$ cat config.mk
export PLATFORM = sky130hd
export DESIGN_NAME = motor_telemetry_line_parser_unit
export DESIGN_NICKNAME = d
export VERILOG_FILES = /design/src/hw/rtl/mtlp_pkg.sv /design/src/hw/rtl/motor_telemetry_line_parser_unit.sv /design/src/hw/rtl/mtlp_store.sv /design/src/hw/rtl/mtlp_dec.sv /design/src/hw/rtl/mtlp_ctrl.sv
export SDC_FILE = /design/constraint.sdc
export NUM_CORES = 1
export LEC_CHECK = 0
export ABC_AREA = 1
export ABC_CLOCK_PERIOD_IN_PS = 4600
export BUFFER_PORTS_ARGS = -buffer_cell sky130_fd_sc_hd__buf_2
export CORE_UTILIZATION = 62
export CTS_CLUSTER_SIZE = 25
export DETAILED_ROUTE_END_ITERATION = 6
export PLACE_DENSITY = 0.8
export SLEW_MARGIN = 20
export SYNTH_ARGS = -nofsm -noshare
export SYNTH_HDL_FRONTEND = slang
export SYNTH_SLANG_ARGS = --single-unit
$ cat constraint.sdc
create_clock -name clk -period 4.6 [get_ports clk]
set_input_delay 0.23 -clock clk [delete_from_list [all_inputs] [get_ports clk]]
set_output_delay 0.23 -clock clk [all_outputs]
set_load 0.05 [all_outputs]
$ cat src/hw/rtl/mtlp_pkg.sv
// mtlp_pkg: shared types, character codes and defaults for the motor telemetry line parser
// no dependencies; imported by every module of the block
package mtlp_pkg;

  localparam int LINE_BYTES_DEF = 24;
  localparam int DISCARD_DEF    = 5;
  localparam int DISC_W         = 3;
  localparam int BYTE_W         = 8;
  localparam int VAL_W          = 32;

  localparam logic [BYTE_W-1:0] CH_NUL   = 8'h00;
  localparam logic [BYTE_W-1:0] CH_TAB   = 8'h09;
  localparam logic [BYTE_W-1:0] CH_FF    = 8'h0C;
  localparam logic [BYTE_W-1:0] CH_CR    = 8'h0D;
  localparam logic [BYTE_W-1:0] CH_SPACE = 8'h20;
  localparam logic [BYTE_W-1:0] CH_PLUS  = 8'h2B;
  localparam logic [BYTE_W-1:0] CH_MINUS = 8'h2D;
  localparam logic [BYTE_W-1:0] CH_DIG0  = 8'h30;
  localparam logic [BYTE_W-1:0] CH_DIG9  = 8'h39;
  localparam logic [BYTE_W-1:0] CH_COLON = 8'h3A;
  localparam logic [BYTE_W-1:0] CH_EQUAL = 8'h3D;
  localparam logic [BYTE_W-1:0] CH_A     = 8'h41;
  localparam logic [BYTE_W-1:0] CH_B     = 8'h42;
  localparam logic [BYTE_W-1:0] CH_C     = 8'h43;
  localparam logic [BYTE_W-1:0] CH_R     = 8'h52;
  localparam logic [BYTE_W-1:0] CH_V     = 8'h56;

  typedef enum logic [1:0] {
    LK_ENC  = 2'd0,
    LK_VOLT = 2'd1,
    LK_CUR  = 2'd2
  } line_kind_t;

  typedef enum logic [1:0] {
    ST_IDLE,
    ST_SCAN,
    ST_DRAIN,
    ST_FINISH
  } ctrl_state_t;

  typedef enum logic [1:0] {
    PH_BLANK,
    PH_DIGIT,
    PH_DONE
  } dec_phase_t;

  typedef struct packed {
    logic wr;
    logic clr;
  } store_cmd_t;

  typedef struct packed {
    logic clr;
    logic feed;
  } dec_cmd_t;

  typedef struct packed {
    logic idle;
    logic load;
  } ctrl_stat_t;

  typedef struct packed {
    line_kind_t       kind;
    logic [VAL_W-1:0] first;
    logic [VAL_W-1:0] second;
  } result_t;

endpackage

$ cat src/hw/rtl/motor_telemetry_line_parser_unit.sv
// motor_telemetry_line_parser_unit: top level, input handshake, line memory and result register
// depends on mtlp_pkg, mtlp_store, mtlp_ctrl
//
//   channel  signals                                        direction
//   in       in_valid, in_ready, rx_byte                    byte transaction in
//   out      out_valid, out_ready, line_kind,               result transaction out
//            first_value, second_value
//
// a byte other than carriage return is taken and stored while the line memory has room
// after a carriage return in_ready is low while the sequencer walks the line: one read per stored byte,
//   a wait for the last registered read to come back, then the drain state and the finish state
// in_ready stays low during that walk and while a result waits for a free output register
// rst is synchronous, active high; it empties the line and reloads the discard count
module motor_telemetry_line_parser_unit
  import mtlp_pkg::*;
#(
  parameter int LINE_BYTES       = LINE_BYTES_DEF,
  parameter int DISCARD_READINGS = DISCARD_DEF
) (
  input  logic                    clk,
  input  logic                    rst,
  input  logic                    in_valid,
  output logic                    in_ready,
  input  logic [BYTE_W-1:0]       rx_byte,
  output logic                    out_valid,
  input  logic                    out_ready,
  output logic [1:0]              line_kind,
  output logic signed [VAL_W-1:0] first_value,
  output logic signed [VAL_W-1:0] second_value
);

  localparam int AW = $clog2(LINE_BYTES);

  store_cmd_t        store_cmd;
  ctrl_stat_t        stat;
  result_t           res;
  result_t           res_q;
  logic              take;
  logic              is_cr;
  logic              slot_free;
  logic [AW-1:0]     fill;
  logic [AW-1:0]     rd_addr;
  logic [BYTE_W-1:0] rd_data;

  assign in_ready      = stat.idle;
  assign take          = in_valid && in_ready;
  assign is_cr         = (rx_byte == CH_CR);
  assign store_cmd.wr  = take && !is_cr;
  assign store_cmd.clr = take && is_cr;
  assign slot_free     = !out_valid || out_ready;

  mtlp_store #(
    .LINE_BYTES (LINE_BYTES)
  ) u_store (
    .clk     (clk),
    .rst     (rst),
    .cmd     (store_cmd),
    .wr_data (rx_byte),
    .rd_addr (rd_addr),
    .rd_data (rd_data),
    .fill    (fill)
  );

  mtlp_ctrl #(
    .LINE_BYTES       (LINE_BYTES),
    .DISCARD_READINGS (DISCARD_READINGS)
  ) u_ctrl (
    .clk       (clk),
    .rst       (rst),
    .start     (store_cmd.clr),
    .slot_free (slot_free),
    .fill      (fill),
    .rd_data   (rd_data),
    .rd_addr   (rd_addr),
    .stat      (stat),
    .res       (res)
  );

  always_ff @(posedge clk) begin
    if (rst) begin
      out_valid <= 1'b0;
    end else if (stat.load) begin
      out_valid <= 1'b1;
    end else if (out_ready) begin
      out_valid <= 1'b0;
    end
  end

  always_ff @(posedge clk) begin
    if (stat.load) begin
      res_q <= res;
    end
  end

  assign line_kind    = res_q.kind;
  assign first_value  = $signed(res_q.first);
  assign second_value = $signed(res_q.second);

endmodule

$ cat src/hw/rtl/mtlp_store.sv
// mtlp_store: line memory with fill count, one byte written and one byte read per cycle
// depends on mtlp_pkg
module mtlp_store
  import mtlp_pkg::*;
#(
  parameter int LINE_BYTES = LINE_BYTES_DEF
) (
  input  logic                          clk,
  input  logic                          rst,
  input  store_cmd_t                    cmd,
  input  logic [BYTE_W-1:0]             wr_data,
  input  logic [$clog2(LINE_BYTES)-1:0] rd_addr,
  output logic [BYTE_W-1:0]             rd_data,
  output logic [$clog2(LINE_BYTES)-1:0] fill
);

  localparam int AW = $clog2(LINE_BYTES);

  logic [BYTE_W-1:0] mem [LINE_BYTES];
  logic              wr_ok;

  // one slot is kept back, extra bytes of a long line are dropped
  assign wr_ok = cmd.wr && (fill < AW'(LINE_BYTES - 1));

  always_ff @(posedge clk) begin
    if (wr_ok) begin
      mem[fill] <= wr_data;
    end
    rd_data <= mem[rd_addr];
  end

  always_ff @(posedge clk) begin
    if (rst) begin
      fill <= '0;
    end else if (cmd.clr) begin
      fill <= '0;
    end else if (wr_ok) begin
      fill <= fill + AW'(1);
    end
  end

endmodule

$ cat src/hw/rtl/mtlp_dec.sv
// mtlp_dec: decimal field accumulator, one character per cycle while cmd.feed is high, wraps modulo 2^32
// depends on mtlp_pkg
module mtlp_dec
  import mtlp_pkg::*;
(
  input  logic              clk,
  input  logic              rst,
  input  dec_cmd_t          cmd,
  input  logic [BYTE_W-1:0] data,
  output logic [VAL_W-1:0]  acc,
  output logic              neg
);

  dec_phase_t       phase, phase_next;
  logic [VAL_W-1:0] acc_next;
  logic [VAL_W-1:0] acc_x10;
  logic             neg_next;
  logic             is_digit;
  logic             is_blank;
  logic             is_sign;

  always_comb begin
    is_digit = (data >= CH_DIG0) && (data <= CH_DIG9);
    is_blank = (data == CH_SPACE) || ((data >= CH_TAB) && (data <= CH_FF));
    is_sign  = (data == CH_PLUS) || (data == CH_MINUS);
    // acc * 10 + digit as two shifts and two adds
    acc_x10  = {acc[VAL_W-4:0], 3'b000} + {acc[VAL_W-2:0], 1'b0}
             + {{(VAL_W-4){1'b0}}, data[3:0]};
    phase_next = phase;
    acc_next   = acc;
    neg_next   = neg;
    if (cmd.clr) begin
      phase_next = PH_BLANK;
      acc_next   = '0;
      neg_next   = 1'b0;
    end else if (cmd.feed) begin
      case (phase)
        PH_BLANK: begin
          if (is_blank) begin
            phase_next = PH_BLANK;
          end else if (is_sign) begin
            neg_next   = (data == CH_MINUS);
            phase_next = PH_DIGIT;
          end else if (is_digit) begin
            acc_next   = acc_x10;
            phase_next = PH_DIGIT;
          end else begin
            phase_next = PH_DONE;
          end
        end
        PH_DIGIT: begin
          if (is_digit) begin
            acc_next = acc_x10;
          end else begin
            phase_next = PH_DONE;
          end
        end
        default: begin
          phase_next = phase;
        end
      endcase
    end
  end

  always_ff @(posedge clk) begin
    if (rst) begin
      phase <= PH_BLANK;
    end else begin
      phase <= phase_next;
    end
  end

  always_ff @(posedge clk) begin
    acc <= acc_next;
    neg <= neg_next;
  end

endmodule

$ cat src/hw/rtl/mtlp_ctrl.sv
// mtlp_ctrl: line-end sequencer; walks the stored bytes, matches the prefix, splits fields
// depends on mtlp_pkg and mtlp_dec
module mtlp_ctrl
  import mtlp_pkg::*;
#(
  parameter int LINE_BYTES       = LINE_BYTES_DEF,
  parameter int DISCARD_READINGS = DISCARD_DEF
) (
  input  logic                          clk,
  input  logic                          rst,
  input  logic                          start,
  input  logic                          slot_free,
  input  logic [$clog2(LINE_BYTES)-1:0] fill,
  input  logic [BYTE_W-1:0]             rd_data,
  output logic [$clog2(LINE_BYTES)-1:0] rd_addr,
  output ctrl_stat_t                    stat,
  output result_t                       res
);

  localparam int AW = $clog2(LINE_BYTES);

  ctrl_state_t       state, state_next;
  logic [AW-1:0]     len;
  logic [AW-1:0]     idx;
  logic [AW-1:0]     pos1;
  logic              v1;
  logic              m_bcr, m_ba, m_v;
  logic              found;
  line_kind_t        kind;
  logic              fidx;
  logic [VAL_W-1:0]  a_acc;
  logic              a_neg;
  logic [DISC_W-1:0] disc;

  logic              issue;
  logic              fin;
  logic              emit;
  logic              disc_dec;
  logic              hit_bcr, hit_ba, hit_v;
  logic              is_sep;
  logic              take_sep;
  logic              long_line;
  logic [VAL_W-1:0]  a_val, b_val;
  logic [VAL_W-1:0]  dec_acc;
  logic              dec_neg;
  dec_cmd_t          dec_cmd;

  mtlp_dec u_dec (
    .clk  (clk),
    .rst  (rst),
    .cmd  (dec_cmd),
    .data (rd_data),
    .acc  (dec_acc),
    .neg  (dec_neg)
  );

  // prefix match on the byte coming out of the memory
  always_comb begin
    hit_bcr = m_bcr && (((pos1 == AW'(0)) && (rd_data == CH_B)) ||
                        ((pos1 == AW'(1)) && (rd_data == CH_C)) ||
                        ((pos1 == AW'(2)) && (rd_data == CH_R)) ||
                        ((pos1 == AW'(3)) && (rd_data == CH_EQUAL)));
    hit_ba  = m_ba  && (((pos1 == AW'(0)) && (rd_data == CH_B)) ||
                        ((pos1 == AW'(1)) && (rd_data == CH_A)) ||
                        ((pos1 == AW'(2)) && (rd_data == CH_EQUAL)));
    hit_v   = m_v   && (((pos1 == AW'(0)) && (rd_data == CH_V)) ||
                        ((pos1 == AW'(1)) && (rd_data == CH_EQUAL)));
    // a zero byte also splits voltage fields
    is_sep   = (rd_data == CH_COLON) || ((kind == LK_VOLT) && (rd_data == CH_NUL));
    take_sep = v1 && found && !fidx && is_sep;
    dec_cmd.clr  = start || take_sep;
    dec_cmd.feed = v1 && found && !take_sep;
  end

  // line-end decision
  always_comb begin
    long_line = len > AW'(4);
    emit      = 1'b0;
    disc_dec  = 1'b0;
    case (kind)
      LK_ENC: begin
        emit     = found && long_line && (disc == '0) && fidx;
        disc_dec = found && long_line && (disc != '0);
      end
      LK_VOLT, LK_CUR: begin
        emit = found && fidx;
      end
      default: begin
        emit = 1'b0;
      end
    endcase
    a_val      = a_neg ? (VAL_W'(0) - a_acc) : a_acc;
    b_val      = dec_neg ? (VAL_W'(0) - dec_acc) : dec_acc;
    res.kind   = kind;
    res.first  = (kind == LK_VOLT) ? b_val : a_val;
    res.second = (kind == LK_VOLT) ? '0 : b_val;
  end

  always_comb begin
    state_next = state;
    case (state)
      ST_IDLE: begin
        if (start) begin
          state_next = ST_SCAN;
        end
      end
      ST_SCAN: begin
        if (idx == len) begin
          state_next = ST_DRAIN;
        end
      end
      ST_DRAIN: begin
        state_next = ST_FINISH;
      end
      ST_FINISH: begin
        if (!emit || slot_free) begin
          state_next = ST_IDLE;
        end
      end
      default: begin
        state_next = ST_IDLE;
      end
    endcase
  end

  always_comb begin
    issue     = (state == ST_SCAN) && (idx != len);
    fin       = (state == ST_FINISH);
    stat.idle = (state == ST_IDLE);
    stat.load = fin && emit && slot_free;
    rd_addr   = idx;
  end

  always_ff @(posedge clk) begin
    if (rst) begin
      state <= ST_IDLE;
      idx   <= '0;
      v1    <= 1'b0;
      m_bcr <= 1'b0;
      m_ba  <= 1'b0;
      m_v   <= 1'b0;
      found <= 1'b0;
      fidx  <= 1'b0;
      disc  <= DISC_W'(DISCARD_READINGS);
    end else begin
      state <= state_next;
      v1    <= issue;
      if (start) begin
        idx   <= '0;
        m_bcr <= 1'b1;
        m_ba  <= 1'b1;
        m_v   <= 1'b1;
        found <= 1'b0;
        fidx  <= 1'b0;
      end
      if (issue) begin
        idx <= idx + AW'(1);
      end
      if (v1 && !found) begin
        m_bcr <= hit_bcr;
        m_ba  <= hit_ba;
        m_v   <= hit_v;
        if ((hit_bcr && (pos1 == AW'(3))) || (hit_ba && (pos1 == AW'(2))) ||
            (hit_v && (pos1 == AW'(1)))) begin
          found <= 1'b1;
        end
      end
      if (take_sep) begin
        fidx <= 1'b1;
      end
      if (fin && disc_dec) begin
        disc <= disc - DISC_W'(1);
      end
    end
  end

  always_ff @(posedge clk) begin
    if (start) begin
      len <= fill;
    end
    if (issue) begin
      pos1 <= idx;
    end
    if (v1 && !found) begin
      if (hit_bcr) begin
        kind <= LK_ENC;
      end else if (hit_ba) begin
        kind <= LK_CUR;
      end else if (hit_v) begin
        kind <= LK_VOLT;
      end
    end
    if (take_sep) begin
      a_acc <= dec_acc;
      a_neg <= dec_neg;
    end
  end

endmodule
==> results of run 1 <==
metrics by stage:
stage | worst slack [ns] | std cells
2_1_floorplan | 0.398 | 2140
3_3_place_gp | 2.04 | 2550
3_5_place_dp | 1.99 | 2550
4_1_cts | 1.96 | 2622
5_1_grt | 1.25 | 2622
6_report | 1.52 | 2622
worst max-delay path by stage:
stage	end	cells past startpoint	slack, ns
3_3_place_gp	u_ctrl.u_dec.acc[26]	16	2.04
3_5_place_dp	first_value[7]	6	1.99
6_report	first_value[1]	6	1.52
5_1_grt	first_value[1]	6	1.25
2_1_floorplan	first_value[0]	4	0.40
4_1_cts	first_value[7]	6	1.96
power groups by stage:
| stage | Combinational [mW] | Sequential (mW) | Clock, mW |
|---|---|---|---|
| after floorplan | 0.662 | 3.82 | 0 |
| after global placement | 0.854 | 3.84 | 0 |
| after detailed placement | 0.886 | 3.84 | 0 |
| after CTS | 0.894 | 3.77 | 3.13 |
| after global routing | 1.01 | 3.79 | 3.27 |
| final | 0.915 | 3.78 | 3.11 |
worst register-to-register path, cell delays in order (launching register included):
cell	delay, ns
edfxtp_1	0.43
inv_1	0.12
ha_2	0.22
buf_4	0.49
clkinv_1	1.01
o211ai_1	0.40
o21ai_0	0.13
cell families (layout without fill, tap and decap cells):
| logic type | after synthesis | after routing | share of synthesized area, % |
|---|---|---|---|
| buffers and inverters | 314 | 406 | 6.56 |
| XOR/XNOR | 44 | 44 | 2.02 |
| AO/OA/AOI/OAI | 337 | 337 | 9.89 |
| AND/OR/NAND/NOR | 1001 | 1001 | 22.1 |
| adder cells (fa/ha/maj) | 76 | 76 | 5.05 |
| flip-flops | 368 | 368 | 54.4 |
registers in the layout, summed over array words and instances, names as in the netlist, 2 cells and up:
register	count
u_ctrl.u_dec.phase	2
u_ctrl.u_dec.acc	32
second_value	32
u_ctrl.rd_addr	5
u_ctrl.len	5
u_store.rd_data	8
u_ctrl.a_acc	32
line_kind	2
u_store.fill	5
u_ctrl.state	2
u_store.mem	192
u_ctrl.disc	3
u_ctrl.pos1	5
u_ctrl.kind	2
first_value	32
cell type report:
class / count / area, um^2 / area share (%)
well taps: 390 / 488 / 2.32
flip-flops and latches: 368 / 10400 / 49.5
repair buffers: 87 / 455 / 2.17
multi-input cells: 1458 / 7480 / 35.6
inverters: 247 / 928 / 4.41
clock buffers: 48 / 1010 / 4.80
clock inverters: 24 / 269 / 1.28
placed cells by master, fill, tap and decap left out, types with 5 or more instances in the layout:
| cell | instances |
|---|---|
| clkbuf_16 | 39 |
| o211ai_1 | 11 |
| and2_1 | 6 |
| nand3_1 | 145 |
| ha_1 | 73 |
| o221ai_1 | 32 |
| o21ai_0 | 161 |
| o21ai_1 | 19 |
| xnor2_1 | 10 |
| nor3b_2 | 7 |
| a21oi_1 | 85 |
| buf_4 | 8 |
| nand3b_1 | 6 |
| inv_1 | 236 |
| nor2_1 | 317 |
| inv_2 | 8 |
| edfxtp_1 | 303 |
| o21bai_1 | 5 |
| buf_2 | 79 |
| xor2_1 | 34 |
| clkinvlp_4 | 5 |
| nand2_1 | 460 |
| dfxtp_1 | 64 |
| o22ai_1 | 14 |
| clkbuf_1 | 9 |
| nand2_2 | 6 |
| nand4_1 | 13 |
| nor3_1 | 21 |
| clkinv_1 | 10 |
metal layers:
metal / global-route usage, % / wire [um]
met2: 46.5 / 20800
met5: 0 / 0
met3: 4.33 / 4750
met1: 46.6 / 21300
met4: 7.91 / 941
==> metrics.csv, run 1 <==
metric;value;unit
r2r setup slk;1.52;ns
Top delay family on crit path;buffers and inverters;
DR pass1 iterations;6;
1st-iter DRT viols;1910;
Max stage delay cell, worst path;clkinv_1;
min cycle time layout;3.08;ns
largest cells by area after synthesis;edfxtp_1, nand2_1, dfxtp_1;
full die area;0.0315;mm^2
Avg WL per Cell;18.2;um
Hold Path Stages;2;
startpoint types;register;
Buf/Inv on CP;3;
vias in the first global route;14598;
Tcrit/Tclk final;66.9;%
Cell Area, Placed;0.0198;mm^2
switching part of the total;26.4;%
setup_tns;0;ns
Syn. warnings;0;
Syn-to-layout area delta;9.98;%
Port-buffer cells;79;
Core Util, Final;70.2;%
Critical path origin;u_ctrl.kind[1];
Nets;2289;
Synth async-reset ratio;0;%
Mapped Cells;2140;
clock sink count;368;
# hold bufs at CTS;0;
clock root buffer;clkbuf_16;
Post-synth EDFFs;303;
RePlAce Congestion;0.918;
Syn Nets;2228;
total wire length;47800;um
post-route ant nets;0;
CORE AREA;0.0300;mm^2
max_slew headroom;30.9;%
post-synthesis cell type count;47;
Synth top cells by count;nand2_1, nor2_1, edfxtp_1;
GRT Total Usage;30.8;%
Worst Tran Pin Value;1.03;ns
worst min path class;input port to register;
Crit path largest cell delay;0.99;ns
Peak VDD IR;521;uV
share of the yosys chip area belonging to registers;54.4;%
Fillers;2286;
PwrDens;371;mW/mm^2
RSZ-0062 raised after global routing;no;
Initial Utilization;63.8;%
crit path capture type;register;
Final Power;7.80;mW
clk buf depth;3;
DRC;0;
first-pass GRT wire length;75700;um
Clk pwr share;39.9;%
setup bufs post-CTS;0;
clk_lat worst skew;0.54;ns
H-tree depth;2;
initial antenna violation count;0;
Hold Path End;u_ctrl.m_v;
Remaining Overflow, GRT;0;
worst min-delay path startpoint;rst;
clk slew on worst S/H paths;0.07;ns
post-synthesis register bit count;368;
synthesized cell area;0.0191;mm^2
critical path class;register to register;
pin count of the biggest net entering global routing;102;
max-slew violation count;0;
CTS tree;built;
final setup vio count;0;
Vias;15529;
dominant cell type by area after synthesis;edfxtp_1;
final instance area;0.0210;mm^2
I/O pin cnt;80;
Fin Hold WS;0.0257;ns
Synth Flop Type;edfxtp_1;
P_int;5.75;mW
Lkg Pwr;9.29;nW
outcome;completed;
Num CTS Buffers;39;
# rows;63;
sequential power share;48.4;%
fraction of layout cells with a size suffix above 1;8.29;%
Worst EP required;4.86;ns
Peak Freq;0.325;GHz
Avg Cell Area, Syn;8.93;um^2
Fin Clk Skew;0.0202;ns
P_sw;2.06;mW
CTS resizes;0;
post-synth top area share;47.6;%
r2r endpoint;first_value[1];
Chip Height;178;um
FF-to-FF Start;u_ctrl.kind[1];
crit-path cells;inv_1 > ha_2 > buf_4 > clkinv_1 > o211ai_1 > o21ai_0;
ANT cells;0;
cell with the most instances after synthesis;nand2_1;
Hold Vio Cnt, Final;0;
routed vias/inst;5.92;
Comb pwr share;11.7;%
CP Max Fanout;57;
# Max-Cap Violations;0;
WP data arrival;3.34;ns
die extent in x;178;um
DP HPWL;32200;um
FF-to-FF path depth;6;
No activity file was read; power rests on OpenSTA's default activity.
==> run 2, diff against run 1 <==
--- a/config.mk
+++ b/config.mk
@@ -6,12 +6,12 @@
 export NUM_CORES = 1
 export LEC_CHECK = 0
 export ABC_AREA = 1
-export ABC_CLOCK_PERIOD_IN_PS = 4600
+export ABC_CLOCK_PERIOD_IN_PS = 2700
 export BUFFER_PORTS_ARGS = -buffer_cell sky130_fd_sc_hd__buf_2
-export CORE_UTILIZATION = 62
+export CORE_UTILIZATION = 56
 export CTS_CLUSTER_SIZE = 25
 export DETAILED_ROUTE_END_ITERATION = 6
-export PLACE_DENSITY = 0.8
+export PLACE_DENSITY = 0.76
 export SLEW_MARGIN = 20
 export SYNTH_ARGS = -nofsm -noshare
 export SYNTH_HDL_FRONTEND = slang
==> constraint.sdc (replaced) <==
create_clock -name clk -period 2.7 [get_ports clk]
set_input_delay 0.135 -clock clk [delete_from_list [all_inputs] [get_ports clk]]
set_output_delay 0.135 -clock clk [all_outputs]
set_load 0.05 [all_outputs]
==> run 2 against run 1 <==
Worst hold slack improved by 0.059 ns. Core utilization fell by 5.4 points. Clock skew barely moved. Non-clock buffer count rose by 67. Sequential power rose by 70%.
==> metrics.csv, run 2 (same netlist as run 1, synthesis figures left out) <==
metric;value;unit;change
final setup vio count;0;;unchanged
most frequent cells in the layout;nand2_1, nor2_1, edfxtp_1;;
Multi-input gate area;0.00748;mm^2;about the same
startpoint types;register;;
clock root buffer;clkbuf_16;;
vias in the first global route;14532;;-0.45%
Buf/Inv on CP;3;;unchanged
Initial Utilization;57.0;%;-6.8 points
initial antenna violation count;0;;unchanged
Worst EP required;2.86;ns;-2.00 ns
ANT cells;0;;unchanged
capture point of the worst path;u_store.mem[21][1];;
min cycle time layout;2.50;ns;-0.577 ns
Crit path depth;8;;+2
Num CTS Buffers;39;;unchanged
first-pass GRT wire length;78700;um;+3.9%
clk buf depth;3;;unchanged
Vias;15605;;+0.49%
Crit path largest cell delay;0.68;ns;-0.31 ns
clock sink count;368;;unchanged
crit path capture type;register;;
most frequent CP cell;inv_1;;
FF-to-FF path depth;8;;+2
Remaining Overflow, GRT;0;;unchanged
max-slew violation count;0;;unchanged
PwrDens;626;mW/mm^2;+69%
1st-iter DRT viols;1841;;-3.6%
die extent in x;187;um;+5.2%
Peak Freq;0.400;GHz;+23%
max_slew headroom;45.0;%;+14 points
Hold Vio Cnt, Final;0;;unchanged
Worst Tran Pin Value;0.822;ns;-0.208 ns
setup_tns;0;ns;unchanged
DRC;0;;unchanged
Critical path origin;u_ctrl.state[0];;
Fillers;2780;;+22%
H-tree depth;2;;unchanged
RePlAce Congestion;1.01;;+10%
Reg with most FFs;u_store.mem;;
# rows;67;;+6.3%
Lkg Pwr;9.70;nW;+4.4%
register area;0.0104;mm^2;about the same
clk slew on worst S/H paths;0.06;ns;about the same
r2r setup slk;0.20;ns;-1.32 ns
Chip Height;187;um;+5.2%
fraction of layout cells with a size suffix above 1;11.2;%;+2.9 points
Top delay family on crit path;simple AND/OR/NAND/NOR gates;;
I/O pin cnt;80;;unchanged
Nets;2356;;+2.9%
dpl cells;2672;;+4.8%
r2r endpoint;u_store.mem[21][1];;
Fin Clk Skew;0.0204;ns;+0.000206 ns
# Max-Cap Violations;0;;unchanged
Tcrit/Tclk final;92.6;%;+26 points
Peak VDD IR;532;uV;+2.1%
post-route ant nets;0;;unchanged
Final Power;13.6;mW;+74%
critical path class;register to register;;
full die area;0.0349;mm^2;+11%
DP HPWL;35500;um;+10%
Syn-to-layout area delta;13.6;%;
Non-Filler Instances;2743;;+4.6%
FF-to-FF Start;u_ctrl.state[0];;
WP data arrival;2.66;ns;-0.68 ns
RSZ-0062 raised after global routing;no;;
commonest non-fill, non-tap cell in the layout;nand2_1;;
Avg WL per Cell;18.2;um;about the same
CORE AREA;0.0335;mm^2;+12%
GRT Total Usage;28.6;%;-2.1 points
outcome;completed;;
routed vias/inst;5.69;;-3.9%
Port-buffer cells;79;;unchanged
crit-path cells;inv_1 > ha_1 > nand2_1 > inv_1 > nand3_1 > inv_1 > nand2_1 > nor2_1;;
Max stage delay cell, worst path;nor2_1;;
DR pass1 iterations;5;;-1
total wire length;49900;um;+4.5%
CP Max Fanout;8;;-86%
worst min path class;input port to register;;
pin count of the biggest net entering global routing;57;;-44%
Largest register FFs;192;;unchanged
CTS tree;built;;
clk_lat worst skew;0.54;ns;about the same
[run 2: cell count changes in the layout (fill, tap and decap cells not counted), moves of 3 or more]
cell	before	now
buf_4	8	68
clkbuf_1	9	3
clkbuf_8	0	6
buf_12	0	5
clkinv_1	10	7
clkinvlp_4	5	2
[run 2: stage by stage]
step | utilization, % | hold slack [ns] | instance area, um^2 | setup WS, ns
2_1_floorplan | - | 0.219 | 19100 | 0.341
6_report | 64.8 | 0.0843 | 21700 | 0.201
5_1_grt | 64.8 | 0.0933 | 21700 | 0.0143
3_5_place_dp | 60.7 | 0.455 | 20400 | 0.135
4_1_cts | 64.7 | 0.0697 | 21700 | 0.105
3_3_place_gp | 60.7 | 0.444 | 20400 | 0.208
[run 2: how the worst min path moves through the flow]
| stage | depth (start not counted) | start | slack, ns | to |
|---|---|---|---|---|
| after floorplan | 1 | rst | 0.22 | u_ctrl.v1 |
| after global placement | 0 | u_ctrl.u_dec.acc[31] | 0.44 | u_ctrl.a_acc[31] |
| after detailed placement | 0 | u_ctrl.u_dec.acc[31] | 0.46 | u_ctrl.a_acc[31] |
| after CTS | 1 | rx_byte[6] | 0.07 | u_store.mem[11][6] |
| after global routing | 1 | rx_byte[6] | 0.09 | u_store.mem[11][6] |
| final | 1 | rx_byte[6] | 0.08 | u_store.mem[11][6] |
[run 2: what timing repair did]
item | 4_1_cts | 5_1_grt
setup endpoints to repair | 0 | 6
hold buffers | 2 | 0
gates resized for setup | 0 | 3
endpoints found under the hold margin | 10 | 0
setup buffers | 0 | 1
[run 2: power by group]
part	switching, mW	internal [mW]
clock network	2.21	3.30
registers	0.127	6.30
logic	1.18	0.478
total	3.52	10.1
[run 2: cell type report]
| cell class | count | share of cell area [%] |
|---|---|---|
| sequential | 368 | 47.9 |
| multi-input combinational | 1458 | 34.5 |
| clock buffer | 48 | 4.93 |
| timing repair buffer | 154 | 4.72 |
| inverter | 247 | 4.27 |
| tap | 448 | 2.58 |
| clock inverter | 20 | 1.15 |
[run 2: metal layers]
layer,vias to the layer above,track usage (%),wire length [um]
met2,772,43.1,21600
met5,-,0,0
met4,0,8.17,1190
met3,79,5.10,4850
li1,7463,-,-
met1,7291,42.5,22300
